$ cat src/prosign_digraph_substitution_macros.svh
// ---------------------------------------------------------------------------
// Assertion macros for the prosign digraph substitution block
// Immediate-style wrappers around concurrent implication checks; empty when
// SYNTH is defined.
// ---------------------------------------------------------------------------
`ifndef PROSIGN_DIGRAPH_SUBSTITUTION_MACROS_SVH
`define PROSIGN_DIGRAPH_SUBSTITUTION_MACROS_SVH

`ifndef SYNTH
// same-cycle implication
`define PDS_ASSERT_IMPL(lbl, clk, rst, ante, cons) \
   lbl: assert property (@(posedge clk) disable iff (rst) (ante) |-> (cons)) \
      else $error("assertion failed: same-cycle check");
// next-cycle implication
`define PDS_ASSERT_NEXT(lbl, clk, rst, ante, cons) \
   lbl: assert property (@(posedge clk) disable iff (rst) (ante) |=> (cons)) \
      else $error("assertion failed: next-cycle check");
`else
`define PDS_ASSERT_IMPL(lbl, clk, rst, ante, cons)
`define PDS_ASSERT_NEXT(lbl, clk, rst, ante, cons)
`endif

`endif

$ cat src/pdsub_pkg.sv
// ---------------------------------------------------------------------------
// Prosign digraph substitution package
// Character types, code characters and the digraph lookup.
// ---------------------------------------------------------------------------
package pdsub_pkg;

   typedef logic [7:0] char_type;

   typedef struct packed {
      logic     hit;
      char_type code;
   } dg_type;

   // one decision: up to three result characters, cnt == 0 means none
   typedef struct packed {
      logic       eom;
      logic [1:0] cnt;
      char_type   c2;
      char_type   c1;
      char_type   c0;
   } group_type;

   localparam char_type CODE_SOS = 8'h5C;   // backslash
   localparam char_type CODE_AA  = 8'h7E;   // ~
   localparam char_type CODE_AR  = 8'h5E;   // ^
   localparam char_type CODE_AS  = 8'h3C;   // <
   localparam char_type CODE_BK  = 8'h3E;   // >
   localparam char_type CODE_BT  = 8'h5B;   // [
   localparam char_type CODE_CL  = 8'h5D;   // ]
   localparam char_type CODE_CT  = 8'h7B;   // {
   localparam char_type CODE_DO  = 8'h7D;   // }
   localparam char_type CODE_HH  = 8'h23;   // #
   localparam char_type CODE_KA  = 8'h2A;   // *
   localparam char_type CODE_KN  = 8'h24;   // $
   localparam char_type CODE_SK  = 8'h7C;   // |
   localparam char_type CODE_SN  = 8'h5F;   // _

   localparam char_type CHAR_LC_A  = 8'h61;
   localparam char_type CHAR_LC_Z  = 8'h7A;
   localparam char_type CASE_DELTA = 8'h20;
   localparam char_type CHAR_S     = 8'h53;
   localparam char_type CHAR_O     = 8'h4F;

   function automatic char_type fold_upper(input char_type c);
      if (c >= CHAR_LC_A && c <= CHAR_LC_Z) begin
         return c - CASE_DELTA;
      end
      return c;
   endfunction

   function automatic dg_type digraph_code(input char_type a, input char_type b);
      dg_type r;
      r.hit = 1'b1;
      unique case ({a, b})
         "AA":    r.code = CODE_AA;
         "AR":    r.code = CODE_AR;
         "AS":    r.code = CODE_AS;
         "BK":    r.code = CODE_BK;
         "BT":    r.code = CODE_BT;
         "CL":    r.code = CODE_CL;
         "CT":    r.code = CODE_CT;
         "DO":    r.code = CODE_DO;
         "HH":    r.code = CODE_HH;
         "KA":    r.code = CODE_KA;
         "KN":    r.code = CODE_KN;
         "SK":    r.code = CODE_SK;
         "SN":    r.code = CODE_SN;
         default: begin
            r.hit  = 1'b0;
            r.code = '0;
         end
      endcase
      return r;
   endfunction

   function automatic logic is_sos(input char_type a, input char_type b, input char_type c);
      return (a == CHAR_S) && (b == CHAR_O) && (c == CHAR_S);
   endfunction

endpackage

$ cat src/pdsub_match.sv
// ---------------------------------------------------------------------------
// Prosign digraph substitution matcher
// Greedy window decision: result characters and the next pending state.
// ---------------------------------------------------------------------------
module pdsub_match
   import pdsub_pkg::*;
(
   input  char_type   pend0,
   input  char_type   pend1,
   input  logic [1:0] pend_cnt,
   input  char_type   chr,
   input  logic       eom,
   output group_type  grp,
   output char_type   next_pend0,
   output char_type   next_pend1,
   output logic [1:0] next_cnt
);

   char_type   w0;
   char_type   w1;
   char_type   w2;
   logic [1:0] n;
   dg_type     d01;
   dg_type     d12;
   logic       sos;

   always_comb begin
      w0  = (pend_cnt == 2'd0) ? chr : pend0;
      w1  = (pend_cnt == 2'd1) ? chr : pend1;
      w2  = chr;
      n   = pend_cnt + 2'd1;
      d01 = digraph_code(w0, w1);
      d12 = digraph_code(w1, w2);
      sos = is_sos(w0, w1, w2);
   end

   always_comb begin
      grp        = '0;
      next_pend0 = pend0;
      next_pend1 = pend1;
      next_cnt   = pend_cnt;
      if (!eom) begin
         priority if (n != 2'd3) begin
            // window not full yet: hold everything
            next_pend0 = w0;
            next_pend1 = w1;
            next_cnt   = n;
         end else if (sos) begin
            grp.cnt = 2'd1;
            grp.c0  = CODE_SOS;
            next_cnt = 2'd0;
         end else if (d01.hit) begin
            grp.cnt    = 2'd1;
            grp.c0     = d01.code;
            next_pend0 = w2;
            next_cnt   = 2'd1;
         end else begin
            grp.cnt    = 2'd1;
            grp.c0     = w0;
            next_pend0 = w1;
            next_pend1 = w2;
            next_cnt   = 2'd2;
         end
      end else begin
         // flush the whole window with the lookahead that remains
         grp.eom  = 1'b1;
         next_cnt = 2'd0;
         priority if (n == 2'd3 && sos) begin
            grp.cnt = 2'd1;
            grp.c0  = CODE_SOS;
         end else if (n != 2'd1 && d01.hit) begin
            grp.c0  = d01.code;
            grp.c1  = w2;
            grp.cnt = (n == 2'd3) ? 2'd2 : 2'd1;
         end else begin
            grp.c0 = w0;
            priority if (n == 2'd1) begin
               grp.cnt = 2'd1;
            end else if (n == 2'd2) begin
               grp.c1  = w1;
               grp.cnt = 2'd2;
            end else if (d12.hit) begin
               grp.c1  = d12.code;
               grp.cnt = 2'd2;
            end else begin
               grp.c1  = w1;
               grp.c2  = w2;
               grp.cnt = 2'd3;
            end
         end
      end
   end

endmodule

$ cat src/pdsub_window.sv
// ---------------------------------------------------------------------------
// Prosign digraph substitution input window
// Input register, pending characters and the decision for each item.
// ---------------------------------------------------------------------------
`include "prosign_digraph_substitution_macros.svh"

module pdsub_window
   import pdsub_pkg::*;
(
   input  logic      clock,
   input  logic      reset,
   input  logic      in_valid,
   output logic      in_ready,
   input  char_type  in_char,
   input  logic      in_eom,
   input  logic      grp_free,
   output logic      grp_load,
   output group_type grp
);

   logic       s1_valid_ff, s1_valid_in;
   char_type   s1_char_ff;
   logic       s1_eom_ff;
   char_type   pend0_ff, pend0_in;
   char_type   pend1_ff, pend1_in;
   logic [1:0] pend_cnt_ff, pend_cnt_in;
   logic       advance;

   pdsub_match u_match (
      .pend0      (pend0_ff),
      .pend1      (pend1_ff),
      .pend_cnt   (pend_cnt_ff),
      .chr        (s1_char_ff),
      .eom        (s1_eom_ff),
      .grp        (grp),
      .next_pend0 (pend0_in),
      .next_pend1 (pend1_in),
      .next_cnt   (pend_cnt_in)
   );

   // an item that emits nothing needs no room downstream
   assign advance  = s1_valid_ff && (grp_free || grp.cnt == 2'd0);
   assign grp_load = advance && (grp.cnt != 2'd0);
   assign in_ready = !s1_valid_ff || advance;

   always_comb begin
      s1_valid_in = s1_valid_ff;
      if (in_ready) begin
         s1_valid_in = in_valid;
      end
   end

   always_ff @(posedge clock) begin
      if (reset) begin
         s1_valid_ff <= 1'b0;
         pend_cnt_ff <= 2'd0;
      end else begin
         s1_valid_ff <= s1_valid_in;
         if (advance) begin
            pend_cnt_ff <= pend_cnt_in;
         end
      end
   end

   always_ff @(posedge clock) begin
      if (in_valid && in_ready) begin
         s1_char_ff <= fold_upper(in_char);
         s1_eom_ff  <= in_eom;
      end
      if (advance) begin
         pend0_ff <= pend0_in;
         pend1_ff <= pend1_in;
      end
   end

   `PDS_ASSERT_IMPL(a_pend_cnt_range, clock, reset, 1'b1, pend_cnt_ff != 2'd3)
   `PDS_ASSERT_IMPL(a_mid_single, clock, reset, s1_valid_ff && !s1_eom_ff, grp.cnt < 2'd2)
   `PDS_ASSERT_NEXT(a_eom_clears, clock, reset, advance && s1_eom_ff, pend_cnt_ff == 2'd0)

endmodule

$ cat src/pdsub_out.sv
// ---------------------------------------------------------------------------
// Prosign digraph substitution output stage
// Result register holding one decision; drains its characters one per cycle while out_ready is high.
// ---------------------------------------------------------------------------
`include "prosign_digraph_substitution_macros.svh"

module pdsub_out
   import pdsub_pkg::*;
(
   input  logic      clock,
   input  logic      reset,
   input  logic      grp_load,
   input  group_type grp,
   output logic      grp_free,
   output logic      out_valid,
   input  logic      out_ready,
   output char_type  out_char,
   output logic      out_last
);

   logic       valid_ff, valid_in;
   logic [1:0] idx_ff, idx_in;
   group_type  grp_ff;
   logic       final_one;
   logic       pop;

   assign final_one = (idx_ff == grp_ff.cnt - 2'd1);
   assign pop       = valid_ff && out_ready;
   assign grp_free  = !valid_ff || (pop && final_one);

   assign out_valid = valid_ff;
   assign out_last  = grp_ff.eom && final_one;

   always_comb begin
      unique case (idx_ff)
         2'd0:    out_char = grp_ff.c0;
         2'd1:    out_char = grp_ff.c1;
         default: out_char = grp_ff.c2;
      endcase
   end

   always_comb begin
      valid_in = valid_ff;
      idx_in   = idx_ff;
      if (grp_load) begin
         valid_in = 1'b1;
         idx_in   = 2'd0;
      end else if (pop) begin
         if (final_one) begin
            valid_in = 1'b0;
         end else begin
            idx_in = idx_ff + 2'd1;
         end
      end
   end

   always_ff @(posedge clock) begin
      if (reset) begin
         valid_ff <= 1'b0;
         idx_ff   <= 2'd0;
      end else begin
         valid_ff <= valid_in;
         idx_ff   <= idx_in;
      end
   end

   always_ff @(posedge clock) begin
      if (grp_load) begin
         grp_ff <= grp;
      end
   end

   `PDS_ASSERT_IMPL(a_idx_in_group, clock, reset, valid_ff, grp_ff.cnt != 2'd0 && idx_ff < grp_ff.cnt)
   `PDS_ASSERT_IMPL(a_load_when_free, clock, reset, grp_load, grp_free)

endmodule

$ cat src/prosign_digraph_substitution.sv
// ---------------------------------------------------------------------------
// Prosign digraph substitution
// Streams message characters and replaces SOS and prosign digraphs by codes.
// ---------------------------------------------------------------------------
// Each req item carries one character and an end-of-message flag. Lowercase
// a-z is folded to uppercase; the block keeps up to two pending characters
// and decides greedily over a three-character window: SOS becomes a
// backslash, one of the thirteen digraphs (AA AR AS BK BT CL CT DO HH KA KN
// SK SN) becomes its code character, anything else passes through. Inside a
// message an item yields at most one rsp item, and the first two items of a
// message yield none; the item with req_tlast flushes the window and yields
// one to three rsp items, the last of them with rsp_tlast set. An accepted
// item passes through the input register, then the window decision into the
// result register. One item per cycle is sustained while the output keeps
// up; a flush loads up to three results, and the result register drains its
// characters one per cycle while rsp_tready is high; a later item that has a
// result waits until the register is free.
// ---------------------------------------------------------------------------
module prosign_digraph_substitution
   import pdsub_pkg::*;
(
   input  logic       clock,
   input  logic       reset,
   input  logic       req_tvalid,
   output logic       req_tready,
   input  logic [7:0] req_tdata,    // [7:0] char_in
   input  logic       req_tlast,    // end_of_message
   output logic       rsp_tvalid,
   input  logic       rsp_tready,
   output logic [7:0] rsp_tdata,    // [7:0] char_out
   output logic       rsp_tlast     // last_out
);

   logic      grp_free;
   logic      grp_load;
   group_type grp;

   // input register, pending window and decision
   pdsub_window u_window (
      .clock    (clock),
      .reset    (reset),
      .in_valid (req_tvalid),
      .in_ready (req_tready),
      .in_char  (req_tdata),
      .in_eom   (req_tlast),
      .grp_free (grp_free),
      .grp_load (grp_load),
      .grp      (grp)
   );

   // result register; drain a decision one character at a time
   pdsub_out u_out (
      .clock     (clock),
      .reset     (reset),
      .grp_load  (grp_load),
      .grp       (grp),
      .grp_free  (grp_free),
      .out_valid (rsp_tvalid),
      .out_ready (rsp_tready),
      .out_char  (rsp_tdata),
      .out_last  (rsp_tlast)
   );

endmodule

$ cat config.mk
export PLATFORM = sky130hd
export DESIGN_NAME = prosign_digraph_substitution
export DESIGN_NICKNAME = d
export VERILOG_FILES = /design/src/pdsub_pkg.sv /design/src/pdsub_match.sv /design/src/pdsub_window.sv /design/src/pdsub_out.sv /design/src/prosign_digraph_substitution.sv
export VERILOG_INCLUDE_DIRS = /design/src /design/src/src
export SDC_FILE = /design/constraint.sdc
export NUM_CORES = 1
export LEC_CHECK = 0
export BUFFER_PORTS_ARGS = -buffer_cell sky130_fd_sc_hd__buf_4
export CAP_MARGIN = 5
export CORE_MARGIN = 1
export CORE_UTILIZATION = 35
export DETAILED_ROUTE_END_ITERATION = 7
export MAX_ROUTING_LAYER = met4
export SLEW_MARGIN = 20
export SYNTH_ARGS = -nofsm -noshare
export SYNTH_HDL_FRONTEND = slang
export SYNTH_HIERARCHICAL = 1
export SYNTH_SLANG_ARGS = --single-unit
$ cat constraint.sdc
create_clock -name clock -period 13.3 [get_ports clock]
set_clock_uncertainty 0.1 [all_clocks]
set_input_delay 1.995 -clock clock [delete_from_list [all_inputs] [get_ports clock]]
set_output_delay 1.995 -clock clock [all_outputs]
set_load 0.05 [all_outputs]
==> results of run 1 <==
-- cells by family (layout without fill, tap and decap cells) --
| kind of cell | count (synthesis) | after routing | share of synthesized area (%) |
|---|---|---|---|
| AND/OR/NAND/NOR | 237 | 237 | 29.0 |
| AO/OA/AOI/OAI | 132 | 132 | 21.5 |
| flip-flops | 58 | 58 | 35.9 |
| buffers and inverters | 47 | 59 | 4.97 |
| multiplexers | 28 | 28 | 6.62 |
| adder cells (fa/ha/maj) | 7 | 7 | 1.87 |
| XOR/XNOR | 1 | 1 | 0.187 |
-- final cells by class --
cell class	instances	area, sq um
Timing Repair Buffer	27	203
Clock inverter	5	77.6
Clock buffer	11	243
Sequential cell	58	1680
Tap cell	172	215
Fill cell	1277	7570
Multi-Input combinational cell	405	2770
Inverter	16	60.1
-- report_power, final --
group,internal [uW],total (uW),switching (uW)
clock network,168,247,78.6
logic,26.6,73.3,46.8
registers,209,224,15.1
total,403,544,141
-- stage by stage --
| stage | hold WS [ns] | util, % |
|---|---|---|
| after detailed placement | 0.403 | 38.4 |
| after CTS | 0.410 | 40.9 |
| after global routing | 0.435 | 40.9 |
| final | 0.400 | 40.9 |
| after global placement | 0.379 | 38.4 |
| after floorplan | 0.360 | - |
-- Yosys cell counts (5+ instances only) --
cell      number  area (sq um)
nor3_1        19          95.1
nand4_1        9          56.3
edfxtp_1      52          1560
mux2_1         6          67.6
nand2_1       60           225
nor2_1        32           120
nor4b_1        5          43.8
dfxtp_1        6           120
nand3_1       19          95.1
a31oi_1       10          62.6
buf_2         11          55.1
and3_1         5          31.3
o21ai_0       13          65.1
o22ai_1        6          37.5
nor3b_1        6          45.0
and2_1        16           100
ha_1           7          87.6
clkbuf_1      12          45.0
nor4_1         8          50.1
inv_1         15          56.3
a22oi_1       15           113
mux2_2         8          90.1
nand3b_1       6          45.0
mux2i_1       11           110
a21oi_1       31           155
-- worst min-delay path: cells and delay by family (launching register included) --
kind | cells | cell delay (ns)
flops | 1 | 0.33
mux | 1 | 0.06
simple gates | 1 | 0.06
-- per-layer routing --
metal / vias to the layer above / share of wire (%)
li1: 1995 / -
met1: 2069 / 43
met2: 200 / 46
met3: 42 / 6.7
met4: 0 / 3.8
met5: - / 0
-- path summary, 6_finish.rpt --
check | endpoint | slack [ns] | cells past startpoint
worst min-delay path | u_out/idx_ff[1] | 0.40 | 2
worst max register to register | u_out/idx_ff[0] | 8.29 | 17
worst max-delay path | req_tready | 6.70 | 13
worst min register to register | u_out/idx_ff[1] | 0.40 | 2
-- cells in the final DEF, fill, tap and decap left out, types with 5 or more instances in the layout --
| cell | netlist | final |
|---|---|---|
| a21oi_1 | 31 | 31 |
| inv_1 | 15 | 15 |
| nor2_1 | 32 | 32 |
| buf_4 | 2 | 27 |
| and2_1 | 16 | 16 |
| o22ai_1 | 6 | 6 |
| nor3_1 | 19 | 19 |
| clkbuf_16 | 0 | 9 |
| a22oi_1 | 15 | 15 |
| and3_1 | 5 | 5 |
| o21ai_0 | 13 | 13 |
| nor4_1 | 8 | 8 |
| nand3b_1 | 6 | 6 |
| nand4_1 | 9 | 9 |
| edfxtp_1 | 52 | 52 |
| mux2_2 | 8 | 8 |
| mux2i_1 | 11 | 11 |
| a31oi_1 | 10 | 10 |
| nand3_1 | 19 | 19 |
| ha_1 | 7 | 7 |
| nand2_1 | 60 | 60 |
| nor4b_1 | 5 | 5 |
| mux2_1 | 6 | 6 |
| nor3b_1 | 6 | 6 |
| dfxtp_1 | 6 | 6 |
-- sequential cells by signal, indices dropped and copies added (netlist names) --
signal	flops
u_window/pend0_ff	8
u_window/s1_eom_ff	1
u_out/idx_ff	2
u_out/grp_ff	27
u_window/pend1_ff	8
u_out/out_valid	1
u_window/s1_valid_ff	1
u_window/pend_cnt_ff	2
u_window/s1_char_ff	8
==> flow_summary.ini, run 1 <==
[hold_path]
hp-start = u_out/idx_ff[1]
min_path_type = register to register

[grt]
antenna_found_initial = 0
grt_pass1_vias = 4173
grt-ovfl-total = 0
track_usage_pct = 22.5
grt_max_degree = 31
met2_usage_pct = 35.0
met1_usage_pct = 28.0
grt_most_used_layer = met2
grtUsageMet3_pct = 4.26
grt_pass1_wl_microns = 23400

[die]
io_pins = 24
row_count = 41
fp.dieW_microns = 118
dieArea_sq_mm = 0.0139
die_y_microns = 118
initial_core_util_pct = 36.5
core-area_sq_mm = 0.0128

[critical_path]
start_kind = register
path_cells = inv_1 -> ha_1 -> or4b_1 -> a22o_1 -> o32ai_1 -> a22oi_1 -> and2_4 -> a21oi_2 -> mux2_2 -> o211ai_1 -> o21ba_2 -> nand2_1 -> buf_4
cp-end-kind = primary output
startpoint = u_window/pend_cnt_ff[0]
critPathTopFamily = compound AO/OA/AOI/OAI gates
crit_fanout = 15
cp.arrival_ns = 4.50
r2r-start = u_window/pend_cnt_ff[0]
crit_slowest_cell = or4b_1
required_ns = 11.20
critPathBufInv = 2
critPathMaxStageDelay_ns = 0.65
critPathKind = register to primary output

[power]
finalPower_uw = 544
p_leak_uw = 0.00180
p_per_area_mw_per_mm2 = 104
peakVddDrop_mv = 0.0530

[clock_tree]
clk_latency_ns = 0.34
root_buffer = clkbuf_16
cts_made_buffers = 9
cts_hold_buf = 0
cts_buffer_depth = 2
cts_tree = yes
clock_sinks = 58
post_cts_buffers = 0
ctsResizeCount = 0
htree_num_levels = 3
path_clk_slew_ns = 0.05

[detailed_routing]
routedWlPerCell_microns = 21.2
vias_per_cell = 6.20
drt_iter0_drc = 420
num_vias = 4306
final_antenna_net_count = 0
dr.pass1.iters = 7
drc = 0
drt_wl_total_microns = 14700

[run_status]
status = complete, no violations

[logic_synthesis]
synth_area_per_cell_sq_um = 9.19
synth-seq-area-share_pct = 35.9
synth.distinct_cells = 96
synth_warnings = 6
synth_area_sq_mm = 0.00469
ys.flop_type = edfxtp_1
async_flop_share_pct = 0
synth_nets = 530
syn_inst = 510
synth-edff-count = 52
ys_seq_elements = 58

[timing]
max_freq_ghz = 0.152
setup_slack_ns = 6.70
finalCritPeriodShare_pct = 49.6
finalCriticalPeriod_ns = 6.60
setup_viol = 0
drv_slew = 0
rsz0062_at_grt = false
slew_headroom_pct = 41.2
hold_viol_final = 0
worstMarginPinSlew_ns = 0.874
tns_ns = 0

[placed_design]
place_hpwl_microns = 10800
gp_congestion = 0.959
dpl_cell_area_sq_mm = 0.00493
place.port_buffers = 23
dpl.cell_count = 678
place_ws_ns = 7.11

[finish]
final_nets = 537
drive_above_1_share_pct = 16.9
syn_to_final_growth_pct = 12.1
fin_cells = 694
final_area_sq_mm = 0.00525
diodes = 0

[flow_run]
max_cap_viol_count = 0
(Power assumes the default switching activity.)
==> run 2: changes to the inputs <==
clock period = 5.7 ns   (was 13.3 ns; I/O delays follow)
==> run 2 against run 1 <==
Effect of this change:
- register-to-register slack got worse by 7.5 ns
- largest power group is now sequential cells
- final cell count up 2.6%
- count of clock-buffer cells in the layout is 1 lower
- critical endpoint unchanged
- largest cell class unchanged
==> flow_summary.ini, run 2 (synthesis gave the netlist of run 1 again) <==
[run_status]
status = complete, no violations

[critical_path]
r2r-start = u_window/pend_cnt_ff[1]
cp-end-kind = primary output
ff2ff_path_depth = 15
required_ns = 4.74
cp.arrival_ns = 4.46
start_kind = register
crit_fanout = 17
startpoint = u_window/pend_cnt_ff[0]
worstReg2RegEnd = u_out/out_valid
endpoint = req_tready
rrSetupSlack_ns = 0.78
critPathKind = register to primary output

[finish]
layout_common_cells = nand2_1 (60), edfxtp_1 (52), buf_4 (45)
syn_to_final_growth_pct = 13.7
largest_register_ffs = 27
final_area_sq_mm = 0.00533
final_common_cell = nand2_1
diodes = 0
final_nets = 555
drive_above_1_share_pct = 19.4
top_register = u_out/grp_ff

[clock_tree]
htree_num_levels = 3
root_buffer = clkbuf_16
post_cts_buffers = 0
ctsResizeCount = 0
path_clk_slew_ns = 0.05
cts_hold_buf = 0
clk_latency_ns = 0.34
cts_tree = yes
cts_buffer_depth = 2
clock_sinks = 58
cts_made_buffers = 9

[timing]
worstMarginPinSlew_ns = 0.917
finalCriticalPeriod_ns = 5.42
drv_slew = 0
max_freq_ghz = 0.185
finalCritPeriodShare_pct = 95.1
slew_headroom_pct = 38.7
setup_viol = 0
tns_ns = 0
hold_viol_final = 0
rsz0062_at_grt = false

[detailed_routing]
drc = 0
vias_per_cell = 6.28
final_antenna_net_count = 0
num_vias = 4472
dr.pass1.iters = 5
drt_wl_total_microns = 15900
drt_iter0_drc = 491
routedWlPerCell_microns = 22.3

[power]
power.switching_uw = 341
power_frac_seq_pct = 43.7
p_int_uw = 844
p_per_area_mw_per_mm2 = 222
power_frac_comb_pct = 15.7
p_leak_uw = 0.00185
peakVddDrop_mv = 0.173
pwr-share-clk_pct = 40.6
switching_share_pct = 28.8

[die]
die_y_microns = 118
core-area_sq_mm = 0.0128
dieArea_sq_mm = 0.0139
initial_core_util_pct = 36.5
row_count = 41
fp.dieW_microns = 118
io_pins = 24

[grt]
antenna_found_initial = 0
grtUsageMet3_pct = 4.89
grt_pass1_vias = 4252
grt_pass1_wl_microns = 24500
met2_usage_pct = 37.3
grt-ovfl-total = 0
track_usage_pct = 23.6
grt_most_used_layer = met2
grt_max_degree = 29
met1_usage_pct = 30.2

[hold_path]
hp-start = u_out/idx_ff[1]
min_path_type = register to register

[flow_run]
max_cap_viol_count = 0

[placed_design]
place_hpwl_microns = 11800
place.port_buffers = 23
gp_congestion = 0.986
dpl_cell_area_sq_mm = 0.00507
==> run 2: cell count changes in the layout (fill, tap and decap cells not counted), sizes merged <==
cell / previous run / this run
buf: 27 / 45
bufinv: 2 / 0
clkinv: 3 / 5
clkinvlp: 1 / 2
clkbuf: 11 / 10
==> run 2: how the worst min path moves through the flow <==
stage	end	slack, ns	depth (start not counted)
finish	u_out/idx_ff[1]	0.39	2
global route	u_out/idx_ff[1]	0.42	2
CTS	u_out/idx_ff[1]	0.40	2
detailed placement	u_out/idx_ff[1]	0.39	2
global placement	u_out/idx_ff[1]	0.38	2
floorplan	u_out/idx_ff[1]	0.36	2
==> run 2: power groups by stage <==
| stage | logic (uW) | clock network (uW) | registers (uW) |
|---|---|---|---|
| 5_1_grt | 198 | 504 | 520 |
| 3_5_place_dp | 182 | 0 | 525 |
| 3_3_place_gp | 181 | 0 | 526 |
| 4_1_cts | 182 | 490 | 517 |
| 2_1_floorplan | 134 | 0 | 507 |
| 6_report | 186 | 480 | 518 |
==> run 2: layer usage <==
metal  routed length (microns)  vias up
li1                          -     2031
met4                       347        0
met2                      7390      235
met3                      1190       36
met5                         0        -
met1                      6980     2170
==> run 2: worst max-delay path, stage by stage, from the launching register on <==
cell	delay, ns
dfxtp_1	0.44
inv_1	0.13
ha_1	0.43
or4b_1	0.66
a22o_1	0.32
o32ai_1	0.37
a22oi_1	0.22
and2_4	0.23
a21oi_2	0.26
mux2_2	0.38
o211ai_1	0.20
o21ba_2	0.21
nand2_1	0.07
buf_4	0.19
==> run 2: area by class of cell <==
class | count | area, sq um
sequential | 58 | 1680
fill | 1290 | 7500
clock buffer | 10 | 229
inverter | 16 | 60.1
clock inverter | 6 | 33.8
timing repair buffer | 45 | 338
multi-input combinational | 405 | 2770
tap | 172 | 215
==> run 2: per-stage QoR <==
stage	cells	power [uW]	hold WS, ns	util [%]	worst slack, ns
2_1_floorplan	510	641	0.360	-	0.544
3_3_place_gp	696	707	0.378	39.5	0.786
3_5_place_dp	696	707	0.393	39.5	0.739
4_1_cts	712	1190	0.400	41.6	0.352
5_1_grt	712	1220	0.417	41.6	0.0363
6_report	712	1180	0.395	41.6	0.281
==> run 3: changes to the inputs <==
CTS_BUF_LIST = sky130_fd_sc_hd__clkbuf_16   (was unset)
SLEW_MARGIN = unset   (was 20)
==> run 3 against run 2 <==
Effect of this change:
- setup slack got worse by 0.010 ns
- final cell count did not move
- global-route usage did not move
- count of clock-buffer cells in the layout fell by 1
- critical path depth did not move
- largest power group unchanged
==> flow_summary.ini, run 3 (synthesis gave the netlist of run 1 again) <==
[critical_path]
critPathMaxStageDelay_ns = 0.66
start_kind = register
crit_fanout = 17
crit_slowest_cell = or4b_1
cp.arrival_ns = 4.47
critPathTopFamily = compound AO/OA/AOI/OAI gates
cp-end-kind = primary output
path_depth = 13
critPathKind = register to primary output
critPathBufInv = 2
ff2ff_path_depth = 15
required_ns = 4.74
path_cells = inv_1 -> ha_1 -> or4b_1 -> a22o_1 -> o32ai_1 -> a22oi_1 -> and2_4 -> a21oi_2 -> mux2_2 -> o211ai_1 -> o21ba_2 -> nand2_1 -> buf_4

[placed_design]
place.port_buffers = 23
place_hpwl_microns = 11800
gp_congestion = 0.986
place_ws_ns = 0.739

[detailed_routing]
final_antenna_net_count = 0
dr.pass1.iters = 7
drc = 0
routedWlPerCell_microns = 22.3
vias_per_cell = 6.29
num_vias = 4481
drt_iter0_drc = 492
drt_wl_total_microns = 15900

[finish]
largest_register_ffs = 27
top_register = u_out/grp_ff
final_nets = 555
syn_to_final_growth_pct = 13.7
drive_above_1_share_pct = 19.4
multiInputGateArea_sq_mm = 0.00277
final_common_cell = nand2_1
regArea_sq_mm = 0.00168
diodes = 0
n_fill_cell = 1290
layout_common_cells = nand2_1 (60), edfxtp_1 (52), buf_4 (45)

[clock_tree]
cts_tree = yes
root_buffer = clkbuf_16
post_cts_buffers = 0
cts_made_buffers = 9
cts_buffer_depth = 2
ctsResizeCount = 0
clk_latency_ns = 0.34
htree_num_levels = 3
path_clk_slew_ns = 0.05
cts_hold_buf = 0
clock_sinks = 58

[timing]
finalCriticalPeriod_ns = 5.43
drv_slew = 0
max_freq_ghz = 0.184
setup_viol = 0
tns_ns = 0
slew_headroom_pct = 38.7
setup_slack_ns = 0.271
rsz0062_at_grt = false
hold_viol_final = 0
worstMarginPinSlew_ns = 0.917
finalCritPeriodShare_pct = 95.2

[grt]
grt_max_degree = 29
grt_pass1_vias = 4252
grt_pass1_wl_microns = 24500
grt-ovfl-total = 0
antenna_found_initial = 0
track_usage_pct = 23.6

[die]
fp.dieW_microns = 118
io_pins = 24
core-area_sq_mm = 0.0128
dieArea_sq_mm = 0.0139
initial_core_util_pct = 36.5
die_y_microns = 118
row_count = 41

[flow_run]
max_cap_viol_count = 0

[power]
p_leak_uw = 0.00186
peakVddDrop_mv = 0.173
p_per_area_mw_per_mm2 = 222

[hold_path]
min_delay_path_depth = 2
min_path_type = register to register

[run_status]
status = complete, no violations
==> run 3: cell types whose count changed in the layout (fill, tap and decap cells not counted) <==
cell and change:
inv_1 +1, clkbuf_1 -1
==> run 3: worst paths after layout <==
kind | startpoint | to | slack, ns
max reg2reg | u_window/pend_cnt_ff[1] | u_out/out_valid | 0.78
max | u_window/pend_cnt_ff[0] | req_tready | 0.27
min reg2reg | u_out/idx_ff[1] | u_out/idx_ff[1] | 0.39
min | u_out/idx_ff[1] | u_out/idx_ff[1] | 0.39
==> run 3: final cells by class <==
| cell class | instances | area share (%) |
|---|---|---|
| tap | 172 | 4.04 |
| timing repair buffer | 45 | 6.34 |
| multi-input combinational | 405 | 52.0 |
| inverter | 16 | 1.13 |
| clock inverter | 7 | 0.704 |
| sequential | 58 | 31.6 |
| clock buffer | 9 | 4.23 |
==> run 3: metrics by stage <==
stage	hold slack (ns)	utilization, %	power, uW	std cells	area (sq um)
finish	0.395	41.6	1180	712	5330
global route	0.417	41.6	1220	712	5330
CTS	0.400	41.6	1190	712	5330
detailed placement	0.393	39.5	707	696	5070
global placement	0.378	39.5	707	696	5070
floorplan	0.360	-	641	510	4690
==> run 3: layer usage <==
layer	vias to the layer above	track usage, %	routed length [microns]
li1	2032	-	-
met1	2191	30.2	7030
met2	225	37.3	7410
met3	33	4.89	1100
met4	0	7.69	332
met5	-	-	0
==> run 3: worst reg2reg max path: cells and delay by family, from the launching register on <==
family | cells | cell delay (ns)
and+or+nand+nor | 8 | 2.18
buffers and inverters | 2 | 0.46
AOI/OAI and AO/OA | 3 | 0.68
DFF | 1 | 0.36
muxes | 1 | 0.40
adders and majority gates | 1 | 0.65
==> run 3: where the power goes <==
group,internal [uW],total (uW),switching [uW]
combinational,67.4,186,119
clock,287,478,191
sequential,487,518,31.3
total,842,1180,341
